===== src/rtl/lcdser_pkg.sv =====
// Shared types, constants and the init nibble table for the LCD nibble serialiser.
package lcdser_pkg;

  localparam int COLUMNS_DEFAULT = 16;
  localparam int QDEPTH = 4;
  localparam int QPTR_W = $clog2(QDEPTH);

  localparam logic [2:0] OP_INIT = 3'd0;
  localparam logic [2:0] OP_BEGIN = 3'd1;
  localparam logic [2:0] OP_TEXT = 3'd2;
  localparam logic [2:0] OP_ROW = 3'd3;
  localparam logic [2:0] OP_CURSOR_ON = 3'd4;
  localparam logic [2:0] OP_CURSOR_OFF = 3'd5;

  localparam logic [7:0] CMD_CLEAR = 8'h01;
  localparam logic [7:0] CMD_ROW1 = 8'h80;
  localparam logic [7:0] CMD_ROW2 = 8'hC0;
  localparam logic [7:0] CMD_CURSOR_ON = 8'h0F;
  localparam logic [7:0] CMD_CURSOR_OFF = 8'h0C;
  localparam logic [7:0] CHAR_NEWLINE = 8'd10;
  localparam logic [7:0] CHAR_END = 8'd0;

  localparam logic [3:0] INIT_LAST = 4'd14;
  localparam logic [3:0] ONE_MSG_LAST = 4'd1;
  localparam logic [3:0] TWO_MSG_LAST = 4'd3;

  typedef struct packed {
    logic [2:0] operation;
    logic [7:0] char_code;
    logic       row_select;
  } item_t;

  typedef struct packed {
    logic [7:0] expander_byte;
    logic       last;
  } result_t;

  typedef struct packed {
    logic       is_init;
    logic       two_msgs;
    logic [7:0] msg0;
    logic       rs0;
    logic [7:0] msg1;
  } job_t;

  // Three wake-up nibbles followed by the six set-up commands, high nibble first.
  function automatic logic [3:0] init_nibble(input logic [3:0] idx);
    logic [3:0] nib;
    unique case (idx)
      4'd0: nib = 4'h3;
      4'd1: nib = 4'h3;
      4'd2: nib = 4'h2;
      4'd3: nib = 4'h2;
      4'd4: nib = 4'h8;
      4'd5: nib = 4'h0;
      4'd6: nib = 4'h8;
      4'd7: nib = 4'h0;
      4'd8: nib = 4'h2;
      4'd9: nib = 4'h0;
      4'd10: nib = 4'h6;
      4'd11: nib = 4'h0;
      4'd12: nib = 4'hC;
      4'd13: nib = 4'h0;
      4'd14: nib = 4'h1;
      default: nib = 4'h0;
    endcase
    return nib;
  endfunction

endpackage


===== src/rtl/lcdser_front.sv =====
// Front end: classifies each request, keeps the text layout state and builds jobs.
module lcdser_front #(
  parameter int COLUMNS = lcdser_pkg::COLUMNS_DEFAULT
) (
  input  logic               clk,
  input  logic               rst,
  input  logic               accept,
  input  lcdser_pkg::item_t  req,
  output logic               push,
  output lcdser_pkg::job_t   job
);

  logic [6:0] char_position;
  logic [6:0] char_position_next;
  logic       text_stopped;
  logic       text_stopped_next;
  logic [6:0] pos_inc;
  logic       has_job;

  assign pos_inc = char_position + 7'd1;

  always_comb begin
    has_job = 1'b0;
    job = '0;
    char_position_next = char_position;
    text_stopped_next = text_stopped;
    unique case (req.operation)
      lcdser_pkg::OP_INIT: begin
        has_job = 1'b1;
        job.is_init = 1'b1;
      end
      lcdser_pkg::OP_BEGIN: begin
        has_job = 1'b1;
        job.two_msgs = 1'b1;
        job.msg0 = lcdser_pkg::CMD_CLEAR;
        job.msg1 = lcdser_pkg::CMD_ROW1;
        char_position_next = 7'd0;
        text_stopped_next = 1'b0;
      end
      lcdser_pkg::OP_TEXT: begin
        if (!text_stopped) begin
          priority if (req.char_code == lcdser_pkg::CHAR_NEWLINE) begin
            has_job = 1'b1;
            job.msg0 = lcdser_pkg::CMD_ROW2;
            char_position_next = 7'd0;
          end else if (req.char_code == lcdser_pkg::CHAR_END) begin
            text_stopped_next = 1'b1;
          end else begin
            has_job = 1'b1;
            job.msg0 = req.char_code;
            job.rs0 = 1'b1;
            char_position_next = pos_inc;
            if (pos_inc == 7'(COLUMNS)) begin
              job.two_msgs = 1'b1;
              job.msg1 = lcdser_pkg::CMD_ROW2;
            end else if (pos_inc >= 7'(2 * COLUMNS)) begin
              text_stopped_next = 1'b1;
            end
          end
        end
      end
      lcdser_pkg::OP_ROW: begin
        has_job = 1'b1;
        job.msg0 = req.row_select ? lcdser_pkg::CMD_ROW2 : lcdser_pkg::CMD_ROW1;
      end
      lcdser_pkg::OP_CURSOR_ON: begin
        has_job = 1'b1;
        job.msg0 = lcdser_pkg::CMD_CURSOR_ON;
      end
      lcdser_pkg::OP_CURSOR_OFF: begin
        has_job = 1'b1;
        job.msg0 = lcdser_pkg::CMD_CURSOR_OFF;
      end
      default: begin
        has_job = 1'b0;
      end
    endcase
  end

  assign push = accept && has_job;

  always_ff @(posedge clk) begin
    if (rst) begin
      char_position <= 7'd0;
      text_stopped <= 1'b0;
    end else if (accept) begin
      char_position <= char_position_next;
      text_stopped <= text_stopped_next;
    end
  end

endmodule


===== src/rtl/lcdser_queue.sv =====
// Short job queue between the front end and the byte sequencer.
module lcdser_queue (
  input  logic              clk,
  input  logic              rst,
  input  logic              push,
  input  lcdser_pkg::job_t  push_job,
  input  logic              pop,
  output logic              full,
  output logic              not_empty,
  output lcdser_pkg::job_t  head_job
);

  lcdser_pkg::job_t                 store [lcdser_pkg::QDEPTH];
  logic [lcdser_pkg::QPTR_W-1:0]    wr_ptr;
  logic [lcdser_pkg::QPTR_W-1:0]    rd_ptr;
  logic [lcdser_pkg::QPTR_W:0]      count;

  assign full = (count == (lcdser_pkg::QPTR_W + 1)'(lcdser_pkg::QDEPTH));
  assign not_empty = (count != '0);
  assign head_job = store[rd_ptr];

  always_ff @(posedge clk) begin
    if (push) begin
      store[wr_ptr] <= push_job;
    end
  end

  always_ff @(posedge clk) begin
    if (rst) begin
      wr_ptr <= '0;
      rd_ptr <= '0;
      count <= '0;
    end else begin
      if (push) begin
        wr_ptr <= wr_ptr + 1'b1;
      end
      if (pop) begin
        rd_ptr <= rd_ptr + 1'b1;
      end
      if (push && !pop) begin
        count <= count + 1'b1;
      end else if (pop && !push) begin
        count <= count - 1'b1;
      end
    end
  end

endmodule


===== src/rtl/lcdser_back.sv =====
// Back end: steps through the nibbles of each job and drives the output register.
module lcdser_back (
  input  logic                clk,
  input  logic                rst,
  input  logic                cfg_valid,
  input  logic                cfg_data,
  input  logic                q_not_empty,
  input  lcdser_pkg::job_t    q_job,
  output logic                pop,
  output logic                rsp_valid,
  input  logic                rsp_stall,
  output lcdser_pkg::result_t rsp
);

  lcdser_pkg::job_t cur;
  logic             active;
  logic [3:0]       nib_idx;
  logic             phase;
  logic             backlight_on;
  logic             advance;
  logic             finishing;
  logic [3:0]       last_idx;
  logic [3:0]       nib;
  logic             rs;
  logic [7:0]       out_byte;

  assign advance = !rsp_valid || !rsp_stall;

  always_comb begin
    priority if (cur.is_init) begin
      last_idx = lcdser_pkg::INIT_LAST;
    end else if (cur.two_msgs) begin
      last_idx = lcdser_pkg::TWO_MSG_LAST;
    end else begin
      last_idx = lcdser_pkg::ONE_MSG_LAST;
    end
  end

  always_comb begin
    if (cur.is_init) begin
      nib = lcdser_pkg::init_nibble(nib_idx);
      rs = 1'b0;
    end else begin
      unique case (nib_idx[1:0])
        2'd0: nib = cur.msg0[7:4];
        2'd1: nib = cur.msg0[3:0];
        2'd2: nib = cur.msg1[7:4];
        2'd3: nib = cur.msg1[3:0];
        default: nib = 4'h0;
      endcase
      rs = (nib_idx[1] == 1'b0) ? cur.rs0 : 1'b0;
    end
  end

  assign out_byte = {nib, backlight_on, !phase, 1'b0, rs};
  assign finishing = active && phase && (nib_idx == last_idx);
  assign pop = advance && (!active || finishing) && q_not_empty;

  always_ff @(posedge clk) begin
    if (rst) begin
      backlight_on <= 1'b1;
    end else if (cfg_valid) begin
      backlight_on <= cfg_data;
    end
  end

  always_ff @(posedge clk) begin
    if (pop) begin
      cur <= q_job;
    end
    if (advance && active) begin
      rsp.expander_byte <= out_byte;
      rsp.last <= finishing;
    end
  end

  always_ff @(posedge clk) begin
    if (rst) begin
      active <= 1'b0;
      nib_idx <= 4'd0;
      phase <= 1'b0;
      rsp_valid <= 1'b0;
    end else if (advance) begin
      rsp_valid <= active;
      if (pop) begin
        active <= 1'b1;
        nib_idx <= 4'd0;
        phase <= 1'b0;
      end else if (finishing) begin
        active <= 1'b0;
      end else if (active) begin
        phase <= !phase;
        if (phase) begin
          nib_idx <= nib_idx + 4'd1;
        end
      end
    end
  end

endmodule


===== src/rtl/lcd_text_nibble_serializer.sv =====
// Top level of the LCD text nibble serialiser for a 4-bit expander-driven display.
//
//  Channel  Signals                        Direction  Moves
//  req      req_valid, req_stall, req      in         one display operation per request
//  rsp      rsp_valid, rsp_stall, rsp      out        one expander byte per transfer
//  cfg      cfg_valid, cfg_ready, cfg_data in         backlight bit, always ready
//
// Each LCD message is sent as four expander bytes and init as thirty; the byte
// sequencer emits one byte per cycle while rsp_stall is low, and loads a job first when it starts from empty.
// Requests are taken while the four-entry job queue has room, so the front end
// keeps accepting while earlier bytes still wait on a stalled output.
// Synchronous reset clears the layout state, the queue and the sequencer and sets
// the backlight bit.
module lcd_text_nibble_serializer #(
  parameter int COLUMNS = lcdser_pkg::COLUMNS_DEFAULT
) (
  input  logic                clk,
  input  logic                rst,
  input  logic                req_valid,
  output logic                req_stall,
  input  lcdser_pkg::item_t   req,
  output logic                rsp_valid,
  input  logic                rsp_stall,
  output lcdser_pkg::result_t rsp,
  input  logic                cfg_valid,
  output logic                cfg_ready,
  input  logic                cfg_data
);

  logic             accept;
  logic             push;
  logic             pop;
  logic             full;
  logic             not_empty;
  lcdser_pkg::job_t push_job;
  lcdser_pkg::job_t head_job;

  assign req_stall = full;
  assign accept = req_valid && !full;
  assign cfg_ready = 1'b1;

  lcdser_front #(
    .COLUMNS(COLUMNS)
  ) u_front (
    .clk    (clk),
    .rst    (rst),
    .accept (accept),
    .req    (req),
    .push   (push),
    .job    (push_job)
  );

  lcdser_queue u_queue (
    .clk       (clk),
    .rst       (rst),
    .push      (push),
    .push_job  (push_job),
    .pop       (pop),
    .full      (full),
    .not_empty (not_empty),
    .head_job  (head_job)
  );

  lcdser_back u_back (
    .clk         (clk),
    .rst         (rst),
    .cfg_valid   (cfg_valid),
    .cfg_data    (cfg_data),
    .q_not_empty (not_empty),
    .q_job       (head_job),
    .pop         (pop),
    .rsp_valid   (rsp_valid),
    .rsp_stall   (rsp_stall),
    .rsp         (rsp)
  );

endmodule


===== config.mk =====
export PLATFORM = sky130hd
export DESIGN_NAME = lcd_text_nibble_serializer
export DESIGN_NICKNAME = d
export VERILOG_FILES = /design/src/rtl/lcdser_pkg.sv /design/src/rtl/lcdser_front.sv /design/src/rtl/lcdser_queue.sv /design/src/rtl/lcdser_back.sv /design/src/rtl/lcd_text_nibble_serializer.sv
export SDC_FILE = /design/constraint.sdc
export NUM_CORES = 1
export LEC_CHECK = 0
export ABC_AREA = 1
export BUFFER_PORTS_ARGS = -buffer_cell sky130_fd_sc_hd__buf_4
export CAP_MARGIN = 40
export CORE_MARGIN = 1
export CORE_UTILIZATION = 56
export CTS_BUF_LIST = sky130_fd_sc_hd__clkbuf_8
export CTS_CLUSTER_DIAMETER = 100
export DETAILED_ROUTE_END_ITERATION = 16
export GPL_TIMING_DRIVEN = 0
export PLACE_DENSITY_LB_ADDON = 0.15
export REMOVE_ABC_BUFFERS = 1
export SYNTH_ARGS = -nofsm -noshare
export SYNTH_HDL_FRONTEND = slang
export SYNTH_SLANG_ARGS = --single-unit

===== constraint.sdc =====
create_clock -name clk -period 1.9 [get_ports clk]
set_input_delay 0 -clock clk [delete_from_list [all_inputs] [get_ports clk]]
set_output_delay 0 -clock clk [all_outputs]
set_load 0.1 [all_outputs]

== Word level (Yosys, flattened, before mapping) ==
Memory sizes are Yosys's and may differ from the RTL's. A register that Yosys moved wholly into a read port is not among the register bits.
Cells that the tools add are included.

* Bits in registers: 31
* Bits in writable memories: 76
* ROM bits: 64
* Input port bits: 18
* Output and inout bits: 12
* Logic and storage cells: 117
* Memories kept: 2

{| class="wikitable"
|+ Memory list
! name !! words !! bits a word !! rd ports !! clocked after Yosys merged registers in !! write ports !! line !! text
|-
| u_queue.store || 4 || 19 || 1 || 1 || 1 || lcdser_queue.sv:13 || <nowiki>lcdser_pkg::job_t store [lcdser_pkg::QDEPTH];</nowiki>
|-
| (no name shown) || 16 || 4 || 1 || 1 || 0 || lcdser_pkg.sv:49 || <nowiki>unique case (idx)</nowiki>
|}

* Add/subtract/negate cells: 6
* $lt $le $gt $ge: 1
* Equality and inequality tests: 15
* Multiplexer cells: 46
* Reduce and logical (&&, ||, !) cells: 34

{| class="wikitable"
|+ Operators by type and width
! cell !! count
|-
| $pmux W8 S5 || 1
|-
| $mux W18 || 2
|-
| $mux W4 || 8
|-
| $mux W7 || 4
|-
| $mux W1 || 19
|-
| $mux W8 || 2
|-
| $pmux W4 S4 || 1
|-
| $pmux W8 S2 || 1
|-
| $pmux W7 S2 || 1
|-
| $reduce_bool A2 Y1 || 5
|-
| $eq A3 B3 Y1 const B || 3
|-
| $logic_and A1 B1 Y1 || 9
|-
| $mux W9 || 1
|-
| $eq A8 B4 Y1 const B || 1
|-
| $logic_not A8 Y1 || 1
|-
| $reduce_and A4 Y1 || 2
|-
| $add A7 B1 Y7 const B || 1
|-
| $eq A7 B5 Y1 const B || 1
|-
| $ge A7 B6 Y1 const B || 1
|-
| $logic_not A1 Y1 || 7
|-
| $eq A3 B2 Y1 const B || 2
|-
| $mux W3 || 2
|-
| $pmux W1 S2 || 3
|-
| $reduce_or A5 Y1 || 1
|-
| 18 further kinds || 23
|}

== Depth between registers and ports, before layout ==
Gate-level depths: netlist of the first run.

* Depth after elaboration: 11
* Gate-level depth with buffers: 16
* Depth with buffers taken out: 16

== Cells and area by module ==
From an unflattened synthesis of the first run, not the netlist that was laid out.

* Cell total of the unflattened synthesis: 559
* Area, all modules: 5840.6 sq um

{| class="wikitable"
|+ By module, submodules not included
! module !! times used !! cells an instance !! area an instance (sq um) !! seq. area each (sq um)
|-
| lcdser_queue || 1 || 243 || 3304.4 || 2462.4
|-
| lcdser_back || 1 || 168 || 1690.4 || 1051.0
|-
| lcdser_front || 1 || 144 || 824.5 || 160.2
|-
| lcd_text_nibble_serializer || 1 || 4 || 21.3 || 0.0
|}

== Least setup slack after synthesis of the first run ==
No wires, ideal clock.

* Kind: reg2reg
* From: register u_queue.count[0] (netlist name)
* To: register u_queue.count[1] (netlist name)
* Library setup time: 0.120 ns
* Arrival time: 3.848 ns
* Required time: 1.780 ns
* Path slack: -2.069 ns
* Cell stages (with the launch flop): 12
* Path buffers: 0
* Period minus slack after synthesis: 3.969 ns
* Cell sequence: dfxtp_1 > nor3_1 > nor2_1 > inv_1 > a211oi_1 > nand2_1 > inv_1 > ha_1 > inv_1 > fa_1 > o21ai_0 > a21oi_1

* Cells in the longest elaborated chain, start to end: 7
* Elaborated cells on any way between the ends: 15
* Those cells by class: add/sub: 2; eq/ne: 1; mux: 2; reduce/logical: 10

{| class="wikitable"
|+ RTL lines
! what !! line !! text
|-
| start: declaration || lcdser_queue.sv:16 || <nowiki>logic [lcdser_pkg::QPTR_W:0] count;</nowiki>
|-
| start signal: assignment || lcdser_queue.sv:41 || <nowiki>count <= count + 1'b1;</nowiki>
|-
| start signal: assignment || lcdser_queue.sv:43 || <nowiki>count <= count - 1'b1;</nowiki>
|-
| $eq A3 B3 Y1 (*) || lcdser_queue.sv:18 || <nowiki>assign full = (count == (lcdser_pkg::QPTR_W + 1)'(lcdser_pkg::QDEPTH));</nowiki>
|-
| net req_stall || lcd_text_nibble_serializer.sv:20 || <nowiki>output logic req_stall,</nowiki>
|-
| $logic_not A1 Y1 (*) || lcd_text_nibble_serializer.sv:39 || <nowiki>assign accept = req_valid && !full;</nowiki>
|-
| $logic_and A1 B1 Y1 (*) || lcd_text_nibble_serializer.sv:39 ||
|-
| $logic_and A1 B1 Y1 (*) || lcdser_front.sv:80 || <nowiki>assign push = accept && has_job;</nowiki>
|-
| net push || lcd_text_nibble_serializer.sv:31 || <nowiki>logic push;</nowiki>
|-
| $logic_not A1 Y1 || lcdser_queue.sv:42 || <nowiki>end else if (pop && !push) begin</nowiki>
|-
| $logic_and A1 B1 Y1 || lcdser_queue.sv:42 ||
|-
| $reduce_bool A2 Y1 (no line) || n/a ||
|}

The timed path passes the listed nets; every way through them passes the cells marked *. The select of a mux whose other input is x is not followed.
A chain may end at the register's enable or synchronous reset.

== Final worst setup path of the first run ==
* From: register u_queue.count[0] (netlist name)
* To: register u_queue.count[2] (netlist name)

* Cells in the longest elaborated chain, start to end: 7
* Elaborated cells on any way between the ends: 15
* Those cells by class: add/sub: 2; eq/ne: 1; mux: 2; reduce/logical: 10

{| class="wikitable"
|+ RTL lines
! what
|-
| branches (longest 7 deep; another with $sub A3 B1 Y3)
|}

Parallel ways; which one is timed is not known. The select of a mux whose other input is x is not followed.

==> reports/qor.csv, run 1 <==
metric,value,unit
status,"finished, violations left",
violations,negative setup slack,
slew_headroom,51.6,%
synthFlopType,edfxtp_1,
place_hpwl,5.70,mm
syn_area,4290,um2
synth_cell_type_count,35,
p_leak,2.09,nW
cp-start-kind,flip-flop,
grt_pass1_vias,2854,
dr.pass1.iters,4,
grt_max_degree,27,
arrival,2.36,ns
critical_path_class,reg -> reg,
rsz0062_at_grt,true,
worst-r2r-cell-count,14,
worstHoldEndpoint,u_queue.store[0][18],
ys_ff_latch,95,
numCtsBuffers,9,
rows,31,
clkTransAtPathRegs,0.09,ns
syn_area_per_cell,10.1,um2
grt_pass1_wl,12.9,mm
vias,3133,
yosys_warnings,0,
routedWlPerCell,14.9,um
r2r_end,u_queue.count[2],
postSynth.asyncResetShare,0,%
min_period,2.12,ns
layout_worst_path_cycle_share,111,%
clock_latency,0.35,ns
maxCapViolations,0,
fill_cells,569,
vias_per_cell,5.35,
grtUsageMet3,6.00,%
portBuffers,27,
antenna_found_initial,0,
min_path_cells,2,
cts_root_buf,clkbuf_8,
core,7330,um2
drv_slew,0,
antenna_left,0,
cts_tree,done,
ir_drop,0.450,mV
n_antenna_cell,0,
rr_startpoint,u_queue.count[0],
gr-max-usage-layer,met2,
met2_usage,39.1,%
die-area,8010,um2
postLayoutCoreUtil,70.0,%
die_h,89.5,um
yosysSeqAreaShare,60.2,%
num_io_pins,30,
finalSetupTns,-0.805,ns
clock.fmax,472,MHz
mostFrequentLayoutCells,"edfxtp_1 (68), nor2_1 (52), buf_4 (45), inv_1 (42), nand2_1 (41)",
clockBufferDepth,2,
hold_class,in -> reg,
worstHoldStart,req[11],
gp_congestion,0.837,
fin_cells,586,
r2r_slack,-0.22,ns
cp_max_fo,4,
htree_num_levels,3,
grt.total_usage,22.3,%
power_per_cell_area,1300,nW/um2
synth_edf_count,68,
fin_skew,0.00886,ns
drive_gt1_share,23.0,%
drcViolationCount,0,
gr-total-overflow,0,
dr.first_iter.drc_count,141,
die_w,89.5,um
final_nets,514,
cp-end-kind,flip-flop,
finalSetupViolCount,9,
finalHoldViolCount,0,
final_common_cell,edfxtp_1,
setup_slack,-0.217,ns
syn_inst,426,
placedCellCount,544,
initial_core_util,58.5,%
worst_slew_pin_slew,0.724,ns
clock_sinks,95,
required,2.14,ns
use_met1,26.0,%
routed_wl,8.71,mm
syn_to_final_growth,19.6,%
critical path: stages (launching register included):
cell	delay, ns
dfxtp_2	0.34
buf_4	0.14
inv_1	0.11
nand3_1	0.12
nand2_1	0.14
inv_1	0.11
nand2_4	0.10
ha_4	0.14
inv_4	0.04
fa_2	0.33
nor2_1	0.10
nor2_1	0.05
nand2_1	0.11
buf_4	0.13
a21oi_1	0.05
timing repair:
item,CTS,global route
hold buffers,7,0
hold endpoints to repair,12,0
pin swaps,6,12
endpoints found under the setup margin,77,61
resized for setup,16,24
buffers inserted,6,12
cloned,0,1
through the flow:
stage               total power [mW]  hold WS (ns)  setup WS, ns  cell area, um2
floorplan                       4.38        0.0691         -2.07            4220
global placement                4.83         0.194        -0.554            4540
detailed placement              4.90         0.206        -0.478            4590
CTS                             6.46       0.00626        -0.177            4960
global route                    7.00       0.00707        -0.375            5130
finish                          6.68        0.0289        -0.217            5130
flip-flops by register name, summed over array words and instances, names as in the netlist, named ones only:
signal / count
u_back.active: 1
u_front.char_position: 7
u_back.nib_idx: 4
u_queue.count: 3
u_back.cur: 12
u_back.rsp: 8
u_back.phase: 1
u_back.rsp_valid: 1
u_back.backlight_on: 1
u_queue.wr_ptr: 2
u_queue.store: 48
u_front.text_stopped: 1
u_queue.rd_ptr: 2
routing by layer:
layer,vias up,routed length (um)
li1,1564,-
met1,1472,3540
met2,89,4640
met3,8,449
met4,0,84
met5,-,0
cells in the mapped netlist (4+ instances only):
library cell	n	area [um2]
edfxtp_1	68	2040
o21ai_0	38	190
nand2_1	43	161
inv_2	4	15.0
nand4_1	4	25.0
clkbuf_1	6	22.5
nor3_1	9	45.0
nand2_2	7	43.8
xor2_1	4	35.0
ha_1	13	163
nor2_1	56	210
nand3_1	23	115
o22ai_1	12	75.1
inv_1	49	184
dfxtp_1	27	541
a21oi_1	32	160
nand2_4	4	45.0
worst max-delay path by stage:
stage	start	to	slack (ns)
5_1_grt	u_queue.count[2]	u_queue.count[2]	-0.38
6_report	u_queue.count[0]	u_queue.count[2]	-0.22
3_3_place_gp	u_queue.count[0]	u_queue.store[3][14]	-0.55
3_5_place_dp	u_queue.count[0]	u_queue.count[1]	-0.48
4_1_cts	u_queue.count[2]	u_queue.count[2]	-0.18
2_1_floorplan	u_queue.count[0]	u_queue.count[1]	-2.07
where the power goes:
| group | switching [mW] | internal [mW] |
|---|---|---|
| combinational | 1.58 | 0.698 |
| clock | 0.693 | 0.744 |
| sequential | 0.268 | 2.70 |
| total | 2.54 | 4.14 |
final cells by class:
cell class                      count  area [um2]  area share [%]
Tap cell                           99         124            2.41
Clock buffer                        9         124            2.41
Timing Repair inverter              1        7.51           0.146
Sequential cell                    95        2590            50.5
Multi-Input combinational cell    264        1520            29.6
Clock inverter                      7        93.8            1.83
Inverter                           55         218            4.24
Timing Repair Buffer               56         453            8.83
logic make-up after synthesis:
logic type	count (synthesis)	share of synthesized area, %
xor gates and xnor gates	5	1.02
AOI/OAI and AO/OA	91	11.5
and+or+nand+nor	152	16.3
other	2	0.175
buffers and inverters	67	6.51
adders and majority gates	14	4.26
DFF	95	60.2
No activity file was read; power rests on OpenSTA's default activity.
==> run 2: changes to the inputs <==
==> constraint.sdc (replaced) <==
create_clock -name clk -period 1.9 [get_ports clk]
set_input_delay 0.19 -clock clk [delete_from_list [all_inputs] [get_ports clk]]
set_output_delay 0.19 -clock clk [all_outputs]
set_load 0.1 [all_outputs]
==> run 2 against run 1 <==
  * The run still ends with negative setup slack left
  * Non-clock buffer count decreased by 9
  * Design area decreased by 1.8%
  * Routed wire length decreased by 1.6%
  * Combinational power about the same
  * Global-route usage decreased by 0.28 points
  * Worst setup slack improved by 0.015 ns
  * Largest power group unchanged
==> reports/qor.csv, run 2 (synthesis gave the netlist of run 1 again) <==
metric,value,unit,change
die-area,8010,um2,unchanged
initial_core_util,58.5,%,unchanged
cp-start-kind,flip-flop,,
htree_num_levels,3,,unchanged
drcViolationCount,0,,unchanged
final_common_cell,edfxtp_1,,
grt_pass1_wl,12.8,mm,-1.2%
worst_slew_pin_slew,0.718,ns,-0.00600 ns
grt_pass1_vias,2821,,-1.2%
slew_headroom,52.0,%,+0.40 points
violations,negative setup slack,,
grt_max_degree,27,,unchanged
min_period,2.10,ns,-0.0148 ns
portBuffers,27,,unchanged
worst-r2r-cell-count,11,,-3
power_per_cell_area,1330,nW/um2,+1.9%
crit_start,u_back.cur[18],,
hold_class,in -> reg,,
core,7330,um2,unchanged
clkTransAtPathRegs,0.09,ns,about the same
largest_reg_flops,48,,unchanged
gr-total-overflow,0,,unchanged
die_h,89.5,um,unchanged
fin_skew,0.0133,ns,+0.00447 ns
clock.fmax,476,MHz,+0.70%
drv_slew,0,,unchanged
rows,31,,unchanged
ir_drop,0.423,mV,-6.0%
finalSetupViolCount,9,,unchanged
placedCellCount,544,,unchanged
r2r_slack,-0.20,ns,about the same
layout_worst_path_cycle_share,111,%,-0.78 points
arrival,2.35,ns,about the same
required,2.15,ns,about the same
cts_tree,done,,
clock_latency,0.36,ns,about the same
n_antenna_cell,0,,unchanged
rsz0062_at_grt,true,,
p_leak,2.05,nW,-1.8%
antenna_left,0,,unchanged
cp_max_fo,5,,+1
numCtsBuffers,9,,unchanged
mostFrequentLayoutCells,"edfxtp_1 (68), nor2_1 (52), inv_1 (44), buf_4 (43), nand2_1 (41)",,
dr.pass1.iters,4,,unchanged
finalHoldViolCount,0,,unchanged
routedWlPerCell,14.9,um,about the same
cts_root_buf,clkbuf_8,,
clockBufferDepth,2,,unchanged
clock_sinks,95,,unchanged
critical_path_class,reg -> reg,,
place_hpwl,5.70,mm,unchanged
rr_startpoint,u_back.cur[18],,
vias,3081,,-1.7%
status,"finished, violations left",,
maxCapViolations,0,,unchanged
grt.total_usage,22.0,%,-0.28 points
routed_wl,8.58,mm,-1.6%
gp_congestion,0.837,,unchanged
crit_path_end,u_queue.count[1],,
power,6.68,mW,about the same
antenna_found_initial,0,,unchanged
vias_per_cell,5.34,,-0.13%
final_nets,505,,-1.8%
fin_cells,577,,-1.5%
die_w,89.5,um,unchanged
cp-end-kind,flip-flop,,
regMostFlops,u_queue.store,,
dr.first_iter.drc_count,148,,+5.0%
top_regs,"u_queue.store (48), u_back.cur (12), u_back.rsp (8)",,
setup_slack,-0.202,ns,+0.0148 ns
finalSetupTns,-0.889,ns,-0.0840 ns
r2r_end,u_queue.count[1],,
num_io_pins,30,,unchanged
syn_to_final_growth,17.5,%,
drive_gt1_share,22.6,%,-0.40 points
postLayoutCoreUtil,68.7,%,-1.3 points
## run 2: cell count changes in the layout (fill, tap and decap cells not counted), sizes merged
| cell | before | now |
|---|---|---|
| dlygate4sd3 | 7 | 0 |
| buf | 49 | 47 |
## run 2: worst min-delay path by stage
stage               startpoint             endpoint  slack [ns]  cells past startpoint
floorplan                  rst     u_back.rsp_valid        0.26                      1
global placement     cfg_valid  u_back.backlight_on        0.38                      2
detailed placement   cfg_valid  u_back.backlight_on        0.40                      2
CTS                  cfg_valid  u_back.backlight_on       0.009                      2
global route         cfg_valid  u_back.backlight_on        0.01                      2
finish               cfg_valid  u_back.backlight_on        0.02                      2
## run 2: area by class of cell
class	count	area, um2
fillers	584	2290
clock buffers	9	124
repair buffers	47	368
flip-flops and latches	95	2590
clock inverters	7	93.8
inverters	55	215
repair inverters	1	7.51
multi-input cells	264	1510
well taps	99	124
## run 2: power breakdown
group / internal, mW / switching [mW]
Combinational: 0.685 / 1.58
Clock: 0.744 / 0.709
Sequential: 2.70 / 0.269
Total: 4.13 / 2.56
## run 2: through the flow
stage / area, um2 / hold WS (ns) / setup slack [ns]
floorplan: 4220 / 0.259 / -2.07
global placement: 4540 / 0.384 / -0.554
detailed placement: 4590 / 0.396 / -0.478
CTS: 4890 / 0.00935 / -0.177
global route: 5040 / 0.0120 / -0.356
finish: 5040 / 0.0214 / -0.202
## run 2: metal layers
| layer | vias up | wire length [um] | GRT usage (%) | part of all wire (%) |
|---|---|---|---|---|
| met3 | 8 | 293 | 5.63 | 3.4 |
| li1 | 1548 | - | - | - |
| met2 | 66 | 4510 | 39.3 | 53 |
| met1 | 1459 | 3670 | 25.5 | 43 |
| met5 | - | 0 | 0 | 0 |
| met4 | 0 | 100 | 8.51 | 1.2 |
## run 2: what timing repair did
action,CTS,global route
cloned,0,1
pin swaps,6,11
endpoints found under the setup margin,77,59
hold buffers,0,0
buffers inserted,6,10
resized for setup,16,20
## run 2: critical path: stages, from the launching register on
cell      delay (ns)
edfxtp_1        0.51
nand2_1         0.13
nand3_2         0.08
nor2_4          0.13
nand2_4         0.06
nand2_4         0.08
nand2_4         0.08
ha_4            0.17
inv_4           0.05
fa_2            0.42
o21ai_1         0.21
a21oi_1         0.06
==> run 3: changes to the inputs <==
--- a/config.mk
+++ b/config.mk
@@ -9,8 +9,7 @@
 export BUFFER_PORTS_ARGS = -buffer_cell sky130_fd_sc_hd__buf_4
 export CAP_MARGIN = 40
 export CORE_MARGIN = 1
-export CORE_UTILIZATION = 56
-export CTS_BUF_LIST = sky130_fd_sc_hd__clkbuf_8
+export CORE_UTILIZATION = 54
 export CTS_CLUSTER_DIAMETER = 100
 export DETAILED_ROUTE_END_ITERATION = 16
 export GPL_TIMING_DRIVEN = 0
==> run 3 against run 2 <==
  * The run still ends with negative setup slack left
  * Maximum frequency grew 2.4%
  * Die area grew 3.6%
  * Worst setup slack gained 0.050 ns
  * Clock power shrank 15%
  * Sequential share of layout area grew 0.36 points
  * Cell count grew 0.69%
  * Critical path depth grew 3
  * Design area shrank 0.55%
  * Largest cell class unchanged
==> reports/qor.csv, run 3 (synthesis gave the netlist of run 1 again) <==
metric,value,unit,change
clock_sinks,95,,unchanged
slowest_stage,edfxtp_1,,
drv_slew,0,,unchanged
grt_pass1_vias,2797,,-0.85%
holdWs,0.0320,ns,+0.0106 ns
dr.first_iter.drc_count,221,,+49%
antenna_left,0,,unchanged
routed_wl,8.18,mm,-4.6%
arrival,2.35,ns,about the same
cpMostUsedCell,nand2_4,,
drcViolationCount,0,,unchanged
hold_class,in -> reg,,
setup_slack,-0.153,ns,+0.0496 ns
num_io_pins,30,,unchanged
slew_headroom,52.8,%,+0.90 points
cp-end-kind,flip-flop,,
vias,3022,,-1.9%
violations,negative setup slack,,
die_w,91.1,um,+1.8%
clock.fmax,487,MHz,+2.4%
power_per_cell_area,1290,nW/um2,-2.5%
grt_max_degree,27,,unchanged
core,7690,um2,+4.9%
p_leak,2.03,nW,-1.0%
finalSetupViolCount,22,,+13
syn_to_final_growth,16.8,%,
fin_cells,581,,+0.69%
mostFrequentLayoutCells,"edfxtp_1 (68), nor2_1 (53), inv_1 (43), nand2_1 (42), buf_4 (42)",,
rsz0062_at_grt,true,,
ir_drop,0.454,mV,+7.4%
finalSetupTns,-1.70,ns,-0.809 ns
worst_slew_pin_slew,0.705,ns,-0.0134 ns
htree_num_levels,3,,unchanged
layout_worst_path_cycle_share,108,%,-2.6 points
critical_path_class,reg -> reg,,
dr.pass1.iters,4,,unchanged
min_period,2.05,ns,-0.0495 ns
cp_max_fo,5,,unchanged
n_antenna_cell,0,,unchanged
numCtsBuffers,9,,unchanged
drive_gt1_share,22.3,%,-0.26 points
slowest_delay,0.51,ns,about the same
regMostFlops,u_queue.store,,
cp-start-kind,flip-flop,,
gp_congestion,0.838,,+0.13%
fin_skew,0.00852,ns,-0.00481 ns
routedWlPerCell,14.1,um,-5.2%
clock_latency,0.36,ns,about the same
grt_pass1_wl,12.9,mm,+0.59%
worst-path-buf-inv,2,,+1
crit_chain,"buf_6, nand3_2, o21ai_2, nand2_4, nand2_4, nand2_4, ha_4, inv_4, fa_2, nor2_2, nor2_1, nand2_1, o21ai_1, a21oi_1",,
fill_cells,603,,+3.3%
die_h,91.1,um,+1.8%
maxCapViolations,0,,unchanged
cts_root_buf,clkbuf_8,,
top_regs,"u_queue.store (48), u_back.cur (12), u_back.rsp (8)",,
required,2.19,ns,+0.04 ns
final_nets,506,,+0.20%
placedCellCount,547,,+0.55%
initial_core_util,55.8,%,-2.7 points
rows,32,,+3.2%
gr-total-overflow,0,,unchanged
crit_family,simple AND/OR/NAND/NOR gates,,
portBuffers,27,,unchanged
power,6.48,mW,-3.1%
postLayoutCoreUtil,65.2,%,-3.5 points
grt.total_usage,20.4,%,-1.7 points
antenna_found_initial,0,,unchanged
place_hpwl,5.53,mm,-3.0%
finalHoldViolCount,0,,unchanged
largest_reg_flops,48,,unchanged
clkTransAtPathRegs,0.10,ns,about the same
vias_per_cell,5.20,,-2.6%
cts_tree,done,,
clockBufferDepth,2,,unchanged
status,"finished, violations left",,
die-area,8300,um2,+3.6%
final_common_cell,edfxtp_1,,
run 3: changes by cell type in the layout (fill, tap and decap cells not counted), moves of 2 or more:
cell and change:
bufinv_16 -2, clkinv_4 +2, o21ai_1 +2, o21ai_2 -2
run 3: power by group:
part | internal, mW | total (mW) | switching (mW) | leakage [nW]
registers | 2.70 | 2.97 | 0.265 | 0.861
clock network | 0.500 | 1.23 | 0.733 | 0.0894
logic | 0.733 | 2.28 | 1.55 | 1.08
run 3: through the flow:
step / instance area (um2) / worst slack, ns
after global routing: 5010 / -0.339
after CTS: 4890 / -0.218
after detailed placement: 4590 / -0.488
after floorplan: 4220 / -2.07
final: 5010 / -0.153
after global placement: 4550 / -0.601
run 3: cell type report:
| type | instances | area (um2) | area share [%] |
|---|---|---|---|
| timing repair inverter | 1 | 7.51 | 0.150 |
| clock buffer | 10 | 128 | 2.55 |
| inverter | 55 | 215 | 4.30 |
| multi-input combinational | 264 | 1500 | 29.9 |
| timing repair buffer | 48 | 382 | 7.62 |
| tap | 102 | 128 | 2.55 |
| sequential | 95 | 2600 | 51.8 |
| clock inverter | 6 | 53.8 | 1.07 |
run 3: per-layer routing:
metal / GRT usage, % / share of wire [%]
met5: 0 / 0
met1: 24.8 / 43
met2: 35.0 / 52
met3: 3.85 / 2.9
met4: 9.26 / 1.9
run 3: worst paths after layout:
kind                                          start  depth (start not counted)                   to  slack [ns]
worst max-delay path                 u_back.cur[18]                         14     u_queue.count[2]       -0.15
worst min-delay path                       cfg_data                          3  u_back.backlight_on        0.03
worst max register to register       u_back.cur[18]                         14     u_queue.count[2]       -0.15
worst min register to register  u_back.backlight_on                          0        u_back.rsp[4]        0.44
run 3: worst register-to-register path, delay by kind of cell (launching register included):
kind | cells | cell delay [ns]
DFF | 1 | 0.51
AOI/OAI and AO/OA | 3 | 0.27
and+or+nand+nor | 7 | 0.52
buffers and inverters | 2 | 0.20
adders and majority gates | 2 | 0.48
run 3: what timing repair did:
item	CTS	global route
buffers inserted	10	6
setup endpoints to repair	77	69
pin swaps	9	15
cloned	0	1
hold endpoints to repair	1	0
hold buffers	1	0
resized for setup	15	21
